**src/rtl/hsv_pkg.sv**
```systemverilog
// hsv_pkg: shared widths, constants, sector codes and stage word types
// for the HSV to RGB converter. No dependencies.
`timescale 1ns / 1ps

package hsv_pkg;

	// Field widths
	localparam int HUE_W     = 10;
	localparam int LEVEL_W   = 8;
	localparam int HUE_RED_W = 9;   // hue after the modulo-360 fold
	localparam int FRAC_W    = 6;   // hue inside one sector, 0..59
	localparam int BLEND_W   = 14;  // 15300 - s*h fits in 14 bits
	localparam int PROD_P_W  = 16;  // v*(255-s)
	localparam int PROD_W    = 22;  // v*(15300-s*h)
	localparam int S_TDATA_W = 32;
	localparam int M_TDATA_W = 24;

	// Arithmetic constants
	localparam int HUE_FULL   = 360;
	localparam int SECTOR_DEG = 60;
	localparam int LEVEL_MAX  = 255;
	localparam int BLEND_DEN  = 15300;  // 255 * 60

	// Reciprocals: floor(x/C) is (x*R)>>K or one less
	localparam int RECIP_P       = 257;
	localparam int RECIP_P_SHIFT = 16;
	localparam int RECIP_Q       = 70179;  // floor(2^30 / 15300)
	localparam int RECIP_Q_SHIFT = 30;

	// 60-degree sectors, named by the color at their start
	typedef enum logic [2:0] {
		SEC_RED     = 3'd0,
		SEC_YELLOW  = 3'd1,
		SEC_GREEN   = 3'd2,
		SEC_CYAN    = 3'd3,
		SEC_BLUE    = 3'd4,
		SEC_MAGENTA = 3'd5
	} sector_t;

	// Word from the sector stages to the level stages
	typedef struct packed {
		sector_t             sector;
		logic [FRAC_W-1:0]   frac;
		logic [LEVEL_W-1:0]  sat;
		logic [LEVEL_W-1:0]  val;
	} sec_word_t;

	// Word from the level stages to the divide stages
	typedef struct packed {
		sector_t              sector;
		logic [LEVEL_W-1:0]   val;
		logic [PROD_P_W-1:0]  prod_p;
		logic [PROD_W-1:0]    prod_q;
		logic [PROD_W-1:0]    prod_t;
	} lvl_word_t;

endpackage

```
**src/rtl/hsv_sector.sv**
```systemverilog
// hsv_sector: two pipeline stages that fold the hue modulo 360, then pick
// the 60-degree sector and the hue offset inside it. Depends on hsv_pkg.
`timescale 1ns / 1ps

module hsv_sector import hsv_pkg::*; (
	input  logic                clk,
	input  logic                arst_n,
	input  logic                in_valid,
	output logic                in_ready,
	input  logic [HUE_W-1:0]    hue,
	input  logic [LEVEL_W-1:0]  sat,
	input  logic [LEVEL_W-1:0]  val,
	output logic                out_valid,
	input  logic                out_ready,
	output sec_word_t           out_word
);

	logic                  vld_s1, vld_s2;
	logic                  ready_s1, ready_s2;
	logic [HUE_RED_W-1:0]  hue_s1;
	logic [LEVEL_W-1:0]    sat_s1, val_s1;
	logic [HUE_RED_W-1:0]  hue_red;
	sector_t               sector_nx;
	logic [HUE_RED_W-1:0]  base_nx;
	sec_word_t             word_s2;

	// A stage takes a new word when empty or when its word moves on
	assign ready_s2 = !vld_s2 || out_ready;
	assign ready_s1 = !vld_s1 || ready_s2;
	assign in_ready = ready_s1;

	// Fold hue into 0..359
	always_comb begin
		priority if (hue >= HUE_W'(2 * HUE_FULL)) begin
			hue_red = HUE_RED_W'(hue - HUE_W'(2 * HUE_FULL));
		end else if (hue >= HUE_W'(HUE_FULL)) begin
			hue_red = HUE_RED_W'(hue - HUE_W'(HUE_FULL));
		end else begin
			hue_red = HUE_RED_W'(hue);
		end
	end

	// Stage 1 register
	always_ff @(posedge clk or negedge arst_n) begin
		if (!arst_n) begin
			vld_s1 <= 1'b0;
		end else if (ready_s1) begin
			vld_s1 <= in_valid;
		end
	end

	always_ff @(posedge clk) begin
		if (ready_s1 && in_valid) begin
			hue_s1 <= hue_red;
			sat_s1 <= sat;
			val_s1 <= val;
		end
	end

	// Pick the sector and its start angle
	always_comb begin
		priority if (hue_s1 >= HUE_RED_W'(5 * SECTOR_DEG)) begin
			sector_nx = SEC_MAGENTA;
			base_nx   = HUE_RED_W'(5 * SECTOR_DEG);
		end else if (hue_s1 >= HUE_RED_W'(4 * SECTOR_DEG)) begin
			sector_nx = SEC_BLUE;
			base_nx   = HUE_RED_W'(4 * SECTOR_DEG);
		end else if (hue_s1 >= HUE_RED_W'(3 * SECTOR_DEG)) begin
			sector_nx = SEC_CYAN;
			base_nx   = HUE_RED_W'(3 * SECTOR_DEG);
		end else if (hue_s1 >= HUE_RED_W'(2 * SECTOR_DEG)) begin
			sector_nx = SEC_GREEN;
			base_nx   = HUE_RED_W'(2 * SECTOR_DEG);
		end else if (hue_s1 >= HUE_RED_W'(SECTOR_DEG)) begin
			sector_nx = SEC_YELLOW;
			base_nx   = HUE_RED_W'(SECTOR_DEG);
		end else begin
			sector_nx = SEC_RED;
			base_nx   = '0;
		end
	end

	// Stage 2 register
	always_ff @(posedge clk or negedge arst_n) begin
		if (!arst_n) begin
			vld_s2 <= 1'b0;
		end else if (ready_s2) begin
			vld_s2 <= vld_s1;
		end
	end

	always_ff @(posedge clk) begin
		if (ready_s2 && vld_s1) begin
			word_s2.sector <= sector_nx;
			word_s2.frac   <= FRAC_W'(hue_s1 - base_nx);
			word_s2.sat    <= sat_s1;
			word_s2.val    <= val_s1;
		end
	end

	assign out_valid = vld_s2;
	assign out_word  = word_s2;

endmodule

```
**src/rtl/hsv_level.sv**
```systemverilog
// hsv_level: two pipeline stages that form the blend numerators
// v*(255-s), v*(15300-s*h) and v*(15300-s*(60-h)). Depends on hsv_pkg.
`timescale 1ns / 1ps

module hsv_level import hsv_pkg::*; (
	input  logic       clk,
	input  logic       arst_n,
	input  logic       in_valid,
	output logic       in_ready,
	input  sec_word_t  in_word,
	output logic       out_valid,
	input  logic       out_ready,
	output lvl_word_t  out_word
);

	logic                 vld_s3, vld_s4;
	logic                 ready_s3, ready_s4;
	sector_t              sector_s3;
	logic [LEVEL_W-1:0]   val_s3;
	logic [LEVEL_W-1:0]   diff_p_s3;
	logic [BLEND_W-1:0]   blend_q_s3, blend_t_s3;
	logic [FRAC_W:0]      frac_left;
	logic [BLEND_W-1:0]   sh_q, sh_t;
	lvl_word_t            word_s4;

	assign ready_s4 = !vld_s4 || out_ready;
	assign ready_s3 = !vld_s3 || ready_s4;
	assign in_ready = ready_s3;

	// Saturation weighted by the hue offset and by its complement
	assign frac_left = (FRAC_W + 1)'(SECTOR_DEG) - {1'b0, in_word.frac};
	assign sh_q      = BLEND_W'(in_word.sat) * BLEND_W'(in_word.frac);
	assign sh_t      = BLEND_W'(in_word.sat) * BLEND_W'(frac_left);

	// Stage 3 register
	always_ff @(posedge clk or negedge arst_n) begin
		if (!arst_n) begin
			vld_s3 <= 1'b0;
		end else if (ready_s3) begin
			vld_s3 <= in_valid;
		end
	end

	always_ff @(posedge clk) begin
		if (ready_s3 && in_valid) begin
			sector_s3  <= in_word.sector;
			val_s3     <= in_word.val;
			diff_p_s3  <= LEVEL_W'(LEVEL_MAX) - in_word.sat;
			blend_q_s3 <= BLEND_W'(BLEND_DEN) - sh_q;
			blend_t_s3 <= BLEND_W'(BLEND_DEN) - sh_t;
		end
	end

	// Stage 4 register: scale by value
	always_ff @(posedge clk or negedge arst_n) begin
		if (!arst_n) begin
			vld_s4 <= 1'b0;
		end else if (ready_s4) begin
			vld_s4 <= vld_s3;
		end
	end

	always_ff @(posedge clk) begin
		if (ready_s4 && vld_s3) begin
			word_s4.sector <= sector_s3;
			word_s4.val    <= val_s3;
			word_s4.prod_p <= PROD_P_W'(val_s3) * PROD_P_W'(diff_p_s3);
			word_s4.prod_q <= PROD_W'(val_s3) * PROD_W'(blend_q_s3);
			word_s4.prod_t <= PROD_W'(val_s3) * PROD_W'(blend_t_s3);
		end
	end

	assign out_valid = vld_s4;
	assign out_word  = word_s4;

endmodule

```
**src/rtl/hsv_div.sv**
```systemverilog
// hsv_div: two pipeline stages that divide the numerators by 255 and 15300
// through reciprocal multiply and one correction, then route the channels.
// Depends on hsv_pkg.
`timescale 1ns / 1ps

module hsv_div import hsv_pkg::*; (
	input  logic                clk,
	input  logic                arst_n,
	input  logic                in_valid,
	output logic                in_ready,
	input  lvl_word_t           in_word,
	output logic                out_valid,
	input  logic                out_ready,
	output logic [LEVEL_W-1:0]  red,
	output logic [LEVEL_W-1:0]  green,
	output logic [LEVEL_W-1:0]  blue
);

	localparam int MUL_P_W = PROD_P_W + 9;
	localparam int MUL_Q_W = PROD_W + 17;

	logic                vld_s5, vld_s6;
	logic                ready_s5, ready_s6;
	lvl_word_t           word_s5;
	logic [LEVEL_W-1:0]  est_p_s5, est_q_s5, est_t_s5;
	logic [MUL_P_W-1:0]  mul_p;
	logic [MUL_Q_W-1:0]  mul_q, mul_t;
	logic [PROD_P_W-1:0] rem_p;
	logic [PROD_W-1:0]   rem_q, rem_t;
	logic [LEVEL_W-1:0]  lvl_p, lvl_q, lvl_t;
	logic [LEVEL_W-1:0]  red_nx, green_nx, blue_nx;
	logic [LEVEL_W-1:0]  red_s6, green_s6, blue_s6;

	assign ready_s6 = !vld_s6 || out_ready;
	assign ready_s5 = !vld_s5 || ready_s6;
	assign in_ready = ready_s5;

	// Quotient estimates, at most one low
	assign mul_p = MUL_P_W'(in_word.prod_p) * MUL_P_W'(RECIP_P);
	assign mul_q = MUL_Q_W'(in_word.prod_q) * MUL_Q_W'(RECIP_Q);
	assign mul_t = MUL_Q_W'(in_word.prod_t) * MUL_Q_W'(RECIP_Q);

	// Stage 5 register
	always_ff @(posedge clk or negedge arst_n) begin
		if (!arst_n) begin
			vld_s5 <= 1'b0;
		end else if (ready_s5) begin
			vld_s5 <= in_valid;
		end
	end

	always_ff @(posedge clk) begin
		if (ready_s5 && in_valid) begin
			word_s5  <= in_word;
			est_p_s5 <= mul_p[RECIP_P_SHIFT +: LEVEL_W];
			est_q_s5 <= mul_q[RECIP_Q_SHIFT +: LEVEL_W];
			est_t_s5 <= mul_t[RECIP_Q_SHIFT +: LEVEL_W];
		end
	end

	// Correct each estimate by one where the remainder reaches the divisor
	assign rem_p = word_s5.prod_p - PROD_P_W'(est_p_s5) * PROD_P_W'(LEVEL_MAX);
	assign rem_q = word_s5.prod_q - PROD_W'(est_q_s5) * PROD_W'(BLEND_DEN);
	assign rem_t = word_s5.prod_t - PROD_W'(est_t_s5) * PROD_W'(BLEND_DEN);

	assign lvl_p = (rem_p >= PROD_P_W'(LEVEL_MAX)) ? est_p_s5 + 8'd1 : est_p_s5;
	assign lvl_q = (rem_q >= PROD_W'(BLEND_DEN)) ? est_q_s5 + 8'd1 : est_q_s5;
	assign lvl_t = (rem_t >= PROD_W'(BLEND_DEN)) ? est_t_s5 + 8'd1 : est_t_s5;

	// Route value and blend levels by sector
	always_comb begin
		unique case (word_s5.sector)
			SEC_RED: begin
				red_nx = word_s5.val; green_nx = lvl_t; blue_nx = lvl_p;
			end
			SEC_YELLOW: begin
				red_nx = lvl_q; green_nx = word_s5.val; blue_nx = lvl_p;
			end
			SEC_GREEN: begin
				red_nx = lvl_p; green_nx = word_s5.val; blue_nx = lvl_t;
			end
			SEC_CYAN: begin
				red_nx = lvl_p; green_nx = lvl_q; blue_nx = word_s5.val;
			end
			SEC_BLUE: begin
				red_nx = lvl_t; green_nx = lvl_p; blue_nx = word_s5.val;
			end
			default: begin
				red_nx = word_s5.val; green_nx = lvl_p; blue_nx = lvl_q;
			end
		endcase
	end

	// Stage 6 register: output word
	always_ff @(posedge clk or negedge arst_n) begin
		if (!arst_n) begin
			vld_s6 <= 1'b0;
		end else if (ready_s6) begin
			vld_s6 <= vld_s5;
		end
	end

	always_ff @(posedge clk) begin
		if (ready_s6 && vld_s5) begin
			red_s6   <= red_nx;
			green_s6 <= green_nx;
			blue_s6  <= blue_nx;
		end
	end

	assign out_valid = vld_s6;
	assign red       = red_s6;
	assign green     = green_s6;
	assign blue      = blue_s6;

endmodule

```
**src/rtl/hsv_to_rgb_converter.sv**
```systemverilog
// Pipeline: six register stages, s1 to s6, from the input register to the
// output register. Throughput: one word per clock while m_tready is high, set
// by the fully pipelined datapath; each stage takes a new word while empty, so
// bubbles close up under a stall.
// Reset: arst_n clears all valid bits at once; data registers are not reset.
// Depends on hsv_pkg, hsv_sector, hsv_level and hsv_div.
`timescale 1ns / 1ps

module hsv_to_rgb_converter import hsv_pkg::*; (
	input  logic                  clk,
	input  logic                  arst_n,
	input  logic                  s_tvalid,
	output logic                  s_tready,
	// s_tdata: [9:0] hue_deg, [17:10] sat_level, [25:18] val_level, [31:26] zero
	input  logic [S_TDATA_W-1:0]  s_tdata,
	output logic                  m_tvalid,
	input  logic                  m_tready,
	// m_tdata: [7:0] red_out, [15:8] green_out, [23:16] blue_out
	output logic [M_TDATA_W-1:0]  m_tdata
);

	logic                sec_valid, sec_ready;
	sec_word_t           sec_word;
	logic                lvl_valid, lvl_ready;
	lvl_word_t           lvl_word;
	logic [LEVEL_W-1:0]  red_out, green_out, blue_out;

	// Hue fold and sector select
	hsv_sector u_sector (
		.clk       (clk),
		.arst_n    (arst_n),
		.in_valid  (s_tvalid),
		.in_ready  (s_tready),
		.hue       (s_tdata[HUE_W-1:0]),
		.sat       (s_tdata[HUE_W +: LEVEL_W]),
		.val       (s_tdata[HUE_W + LEVEL_W +: LEVEL_W]),
		.out_valid (sec_valid),
		.out_ready (sec_ready),
		.out_word  (sec_word)
	);

	// Blend numerators
	hsv_level u_level (
		.clk       (clk),
		.arst_n    (arst_n),
		.in_valid  (sec_valid),
		.in_ready  (sec_ready),
		.in_word   (sec_word),
		.out_valid (lvl_valid),
		.out_ready (lvl_ready),
		.out_word  (lvl_word)
	);

	// Constant division and channel routing
	hsv_div u_div (
		.clk       (clk),
		.arst_n    (arst_n),
		.in_valid  (lvl_valid),
		.in_ready  (lvl_ready),
		.in_word   (lvl_word),
		.out_valid (m_tvalid),
		.out_ready (m_tready),
		.red       (red_out),
		.green     (green_out),
		.blue      (blue_out)
	);

	assign m_tdata = {blue_out, green_out, red_out};

endmodule

```
**config.mk**
```make
export PLATFORM = sky130hd
export DESIGN_NAME = hsv_to_rgb_converter
export DESIGN_NICKNAME = d
export VERILOG_FILES = /design/src/rtl/hsv_pkg.sv /design/src/rtl/hsv_sector.sv /design/src/rtl/hsv_level.sv /design/src/rtl/hsv_div.sv /design/src/rtl/hsv_to_rgb_converter.sv
export SDC_FILE = /design/constraint.sdc
export NUM_CORES = 2
export LEC_CHECK = 0
export ABC_AREA = 0
export BUFFER_PORTS_ARGS = -buffer_cell sky130_fd_sc_hd__buf_2
export CAP_MARGIN = 5
export CORE_ASPECT_RATIO = 2
export CORE_UTILIZATION = 30
export DETAILED_ROUTE_END_ITERATION = 6
export PLACE_DENSITY_LB_ADDON = 0.3
export REMOVE_ABC_BUFFERS = 1
export SYNTH_ARGS = -nofsm -noshare
export SYNTH_HDL_FRONTEND = slang
export SYNTH_HIERARCHICAL = 1
export SYNTH_SLANG_ARGS = --single-unit
```
**constraint.sdc**
```tcl
create_clock -name clk -period 9.2 [get_ports clk]
set_clock_uncertainty 0.1 [all_clocks]
set_input_delay 2.76 -clock clk [delete_from_list [all_inputs] [get_ports clk]]
set_output_delay 2.76 -clock clk [all_outputs]
set_load 0.05 [all_outputs]
```
Word-level counts from Yosys, hierarchy flattened:

Cells that the tools add are included.

* memories kept: 0
* logic and storage cells: 114
* ROM bits: 0
* output and inout bits: 26
* bits in writable memories: 0
* register bits: 293
* input port bits: 36
* bits in latches: 0

* $lt $le $gt $ge: 10
* shift-type cells: 0
* bitwise operators: 0
* multiply operators: 11
* muxes and demuxes: 17
* $add $sub $neg: 13
* div/mod/pow operators: 0
* equal/unequal tests: 4
* reductions and logical operators: 24

Operators with widths (number)
* $mul A22 B17 Y38 const B: 2
* $pmux W8 S3: 3
* $ge A22 B14 Y1 const B: 2
* $mul A8 B14 Y22: 2
* $sub A22 B22 Y22: 2
* $mul A8 B12 Y20 const B: 2
* $mux W6: 5
* $sub A14 B14 Y14 const A: 2
* $add A8 B1 Y8 const B: 3
* $mul A16 B9 Y24 const B: 1
* $mux W8: 3
* $ge A9 B8 Y1 const B: 2
* $mux W9: 2
* $ge A16 B8 Y1 const B: 1
* $mul A8 B8 Y16: 1
* $mul A8 B8 Y16 const B: 1
* $sub A16 B16 Y16: 1
* $mul A8 B6 Y14: 1
* $mul A8 B7 Y14: 1
* $ge A10 B10 Y1 const B: 1
* $ge A10 B9 Y1 const B: 1
* $reduce_or A2 Y1: 5
* $ge A9 B6 Y1 const B: 1
* $ge A9 B7 Y1 const B: 1
* other kinds (15): 33

Depth between registers and ports, before layout:

* depth after elaboration: 8
* depth in mapped cells: 31
* depth with buffers taken out: 30

Hierarchy:

Netlist, hierarchy kept.

Modules (own cells, without submodules)
* hsv_div: cells an instance 2104, sequential area each 3503.4 sq um, times used 1, area an instance 20807.5 sq um
* hsv_level: cells an instance 1654, sequential area each 3533.4 sq um, times used 1, area an instance 16365.7 sq um
* hsv_sector: cells an instance 144, sequential area each 1551.5 sq um, times used 1, area an instance 2253.4 sq um

Worst setup path before layout:

Ideal clock, no wire load.

* kind: reg-to-reg
* start: register u_div.est_t_s5[5]
* end: register u_div.green_s6[2], in the netlist u_div/green[2], data pin
* period minus slack after synthesis: 6.845 ns
* setup time: 0.266 ns
* data required time: 8.834 ns
* path buffers: 1
* stages on the path, launching flop included: 28
* slack: 2.355 ns
* arrival: 6.479 ns
* path through: edfxtp_1 fa_1 inv_1 fa_1 inv_1 fa_1 fa_1 ha_1 o21ai_0 a21boi_0 o21ai_0 a21boi_0 o21a_1 or3_1 nand2_1 ha_1 a21oi_1 nand3_1 a21oi_1 xor2_1 o211ai_1 a2111oi_4 nand4_2 or2_0 buf_2 or3_1 a32oi_1 a21oi_1

* longest elaborated chain between the ends: 5

RTL lines
* from (decl): line hsv_div.sv:25 `logic [LEVEL_W-1:0] est_p_s5, est_q_s5, est_t_s5;`
* from (signal assigned): line hsv_div.sv:57 `est_t_s5 <= mul_t[RECIP_Q_SHIFT +: LEVEL_W];`
* $mul A8 B12 Y20: line hsv_div.sv:64 `assign rem_t = word_s5.prod_t - PROD_W'(est_t_s5) * PROD_W'(BLEND_DEN);`
* $sub A22 B22 Y22: line hsv_div.sv:64
* $ge A22 B14 Y1: line hsv_div.sv:68 `assign lvl_t = (rem_t >= PROD_W'(BLEND_DEN)) ? est_t_s5 + 8'd1 : est_t_s5;`
* $mux W8: line hsv_div.sv:68
* $pmux W8 S3: line hsv_div.sv:72 `unique case (word_s5.sector)`
* net u_div.green_nx[2]: line hsv_div.sv:31 `logic [LEVEL_W-1:0] red_nx, green_nx, blue_nx;`
* to (signal assigned): line hsv_div.sv:106 `green_s6 <= green_nx;`
* to (decl): line hsv_div.sv:32 `logic [LEVEL_W-1:0] red_s6, green_s6, blue_s6;`

The timed path passes the listed nets, and every way through them passes these cells.
A chain may end at the register's enable or synchronous reset.

Worst setup path after layout:

* start: register u_div.est_q_s5[5]
* end: register u_div.green_s6[1], in the netlist u_div/green[1], data pin

* longest elaborated chain between the ends: 5

RTL lines
* from (decl): line hsv_div.sv:25
* from (signal assigned): line hsv_div.sv:56 `est_q_s5 <= mul_q[RECIP_Q_SHIFT +: LEVEL_W];`
* $mul A8 B12 Y20: line hsv_div.sv:63 `assign rem_q = word_s5.prod_q - PROD_W'(est_q_s5) * PROD_W'(BLEND_DEN);`
* $sub A22 B22 Y22: line hsv_div.sv:63
* $ge A22 B14 Y1: line hsv_div.sv:67 `assign lvl_q = (rem_q >= PROD_W'(BLEND_DEN)) ? est_q_s5 + 8'd1 : est_q_s5;`
* $mux W8: line hsv_div.sv:67
* $pmux W8 S3: line hsv_div.sv:72
* net u_div.green_nx[1]: line hsv_div.sv:31

The timed path passes the listed nets, and every way through them passes these cells.

==> impl_metrics.env <==
export IMPL_ff_latch_area_mm2=0.00859
export IMPL_clk_path_buf_depth=3
export IMPL_cts_root_buffer="clkbuf_16"
export IMPL_run_status="completed"
export IMPL_hold_buffers=0
export IMPL_top_layer_used="met4"
export IMPL_drive_above_1_share_pct=4.78
export IMPL_wl_um=90600
export IMPL_final_area_mm2=0.0429
export IMPL_post_route_period_util_pct=84.1
export IMPL_overflow=0
export IMPL_grt_first_pass_wirelength_um=149000
export IMPL_synth_adder_area_share_pct=44.6
export IMPL_synth_async_reset_ratio_pct=2.09
export IMPL_ctsHtreeMaxLevel=2
export IMPL_reg2reg_depth=25
export IMPL_antenna_found_initial=1
export IMPL_num_rows=187
export IMPL_num_vias=27000
export IMPL_worst_pin_slew_ns=0.962
export IMPL_wl_met3_um=1790
export IMPL_synth_edf_count=281
export IMPL_cts_buffers=36
export IMPL_dr_first_iter_drc_count=687
export IMPL_synth_xor_area_share_pct=3.57
export IMPL_slew_viol_final=0
export IMPL_portBuffers=55
export IMPL_syn_area_mm2=0.0394
export IMPL_viasPerCell=4.75
export IMPL_ys_warn_count=6
export IMPL_synth_top_family_by_area="adder cells"
export IMPL_wl_per_cell_um=16.0
export IMPL_clock_sinks=287
export IMPL_placed_cell_area_mm2=0.0417
export IMPL_path_max_fanout=10
export IMPL_die_x_um=258
export IMPL_crit_type="flop to flop"
export IMPL_post_cts_resized=0
export IMPL_clk_pin_slew_ns=0.07
export IMPL_tns_ns=0
export IMPL_wl_met1_um=31100
export IMPL_core_area_mm2=0.130
export IMPL_fin_crit_ns=7.73
export IMPL_hp_class="flop to flop"
export IMPL_yosys_area_share_simple_pct=11.5
export IMPL_finalHoldViolations=0
export IMPL_arrival_ns=7.97
export IMPL_track_usage_pct=14.1
export IMPL_required_ns=9.44
export IMPL_fmax_mhz=129
export IMPL_dp_hpwl_um=76700
export IMPL_die_y_um=515
export IMPL_multiInputGateArea_mm2=0.0275
export IMPL_grt_pass1_vias=29700
export IMPL_finalNetCount=5114
export IMPL_clock_latency_ns=0.59
export IMPL_syn_to_final_growth_pct=8.89
export IMPL_setup_viol=0
export IMPL_synth_compound_area_share_pct=9.51
export IMPL_whs_ns=0.309
export IMPL_synth_cell_types=106
export IMPL_grt_max_degree=60
export IMPL_initial_utilization_pct=30.3
export IMPL_cts_tree="yes"
export IMPL_postCtsSetupRepairBufs=0
export IMPL_synthMuxAreaShare_pct=0.720
export IMPL_postRouteAntennaNets=0
export IMPL_synth_ff_latch_count=287
export IMPL_synth_avg_cell_area_um2=10.1
export IMPL_rsz0062_at_grt="false"
export IMPL_dominantRegCellSynth="edfxtp_1"
export IMPL_hold_depth=0
export IMPL_pre_cts_slack_ns=1.44
export IMPL_layout_setup_ws_ns=1.47
export IMPL_ios=62
export IMPL_drv_cap=0
export IMPL_synth_cells=3902
export IMPL_die_area_mm2=0.133
export IMPL_gp_congestion=0.891
export IMPL_synth_seq_area_share_pct=21.8
export IMPL_start_kind="flop"
export IMPL_drc_errors=0
export IMPL_slew_headroom_pct=35.8
export IMPL_first_pass_iters=7
export IMPL_wl_met2_um=53100
export IMPL_worstSetupEndpointType="flop"
export IMPL_fill_cells=13500
[routing by layer]
metal	up-vias	global-route usage [%]
met3	197	1.31
met4	0	7.14
met2	375	29.5
met1	13400	13.1
met5	-	0
li1	13000	-
[area by class of cell]
type,count,share of cell area [%]
Clock inverter,26,0.778
Tap cell,1701,4.96
Antenna cell,1,0.00583
Timing Repair Buffer,72,0.938
Inverter,807,7.06
Multi-Input combinational cell,2742,64.1
Clock buffer,38,2.12
Sequential cell,287,20.0
[final timing paths]
path / slack (ns) / end / from
max in group asynchronous: 6.95 / u_div/vld_s5 / arst_n
setup / recovery: 1.47 / u_div/green[1] / u_div/est_q_s5[5]
hold reg to reg: 0.31 / u_sector/out_word[15] / u_sector/sat_s1[7]
min in group asynchronous: 1.90 / u_sector/vld_s1 / arst_n
setup reg to reg: 1.47 / u_div/green[1] / u_div/est_q_s5[5]
hold / removal: 0.31 / u_sector/out_word[15] / u_sector/sat_s1[7]
[critical path, stage by stage (launching register included)]
cell and delay [ns]:
edfxtp_1 0.63, fa_1 0.70, inv_1 0.08, fa_1 0.54
inv_1 0.05, fa_1 0.52, fa_1 0.50, ha_1 0.34
o21ai_0 0.12, a21boi_0 0.13, o21ai_0 0.27, a21oi_1 0.13
o21ai_0 0.23, nand2b_1 0.10, xnor2_1 0.14, ha_1 0.39
a211oi_1 0.25, a21oi_1 0.07, nor2_1 0.11, mux2i_1 0.09
a2111o_1 0.45, nor4_4 0.39, nand3_2 0.28, mux2i_1 0.45
a222oi_1 0.12, mux2_2 0.31
[sequential cells by signal, indices dropped and copies added (netlist names), 9 cells and up]
| signal | count |
|---|---|
| u_level/blend_q_s3 | 14 |
| u_sector/hue_s1 | 9 |
| u_div/word_s5 | 67 |
| u_level/blend_t_s3 | 13 |
| u_sector/out_word | 25 |
| u_level/out_word | 70 |
[stage by stage]
step                      cells  util (%)
after detailed placement   5609      32.0
final                      5674      33.0
after global placement     5609      32.0
after CTS                  5673      33.0
after floorplan            3836         -
after global routing       5674      33.0
[kinds of logic (layout without fill, tap and decap cells)]
group	after synthesis	after routing
compound gates	541	541
xor+xnor	159	159
fa+ha+maj	1133	1133
buf+inv	873	943
flops	287	287
mux	27	27
other cells	0	1
simple gates	882	882
[cell usage after synthesis (17+ instances only)]
library cell | count | area [um2]
a211oi_1 | 28 | 210
a21o_1 | 48 | 360
a21oi_1 | 129 | 646
a221oi_1 | 17 | 149
and2_1 | 236 | 1480
and3_1 | 18 | 113
clkbuf_1 | 57 | 214
edfxtp_1 | 281 | 8440
fa_1 | 452 | 9050
ha_1 | 680 | 8510
inv_1 | 806 | 3030
mux2i_1 | 19 | 190
nand2_1 | 246 | 923
nand2b_1 | 30 | 188
nand3_1 | 46 | 230
nand4_1 | 18 | 113
nor2_1 | 151 | 567
nor2b_1 | 23 | 144
nor3_1 | 45 | 225
o211ai_1 | 21 | 158
o21a_1 | 29 | 218
o21ai_0 | 90 | 450
xnor2_1 | 115 | 1010
xor2_1 | 43 | 377
[cell usage in the layout, fill, tap and decap left out, types with 17 or more instances in the layout]
master     count
edfxtp_1     281
nand4_1       18
xor2_1        43
nor2_1       151
nand2b_1      30
mux2i_1       19
nand2_1      246
a211oi_1      28
fa_1         452
buf_4         17
and2_1       233
buf_2         55
nor3_1        45
o21ai_0       90
and3_1        18
ha_1         680
nor2b_1       23
a221oi_1      17
clkbuf_16     36
o211ai_1      21
inv_1        806
a21o_1        48
a21oi_1      129
o21a_1        29
xnor2_1      115
nand3_1       46
Power is left out: the tool's default activity adds up to more than one toggle a clock period on the data nets, which glitch-free logic cannot reach.
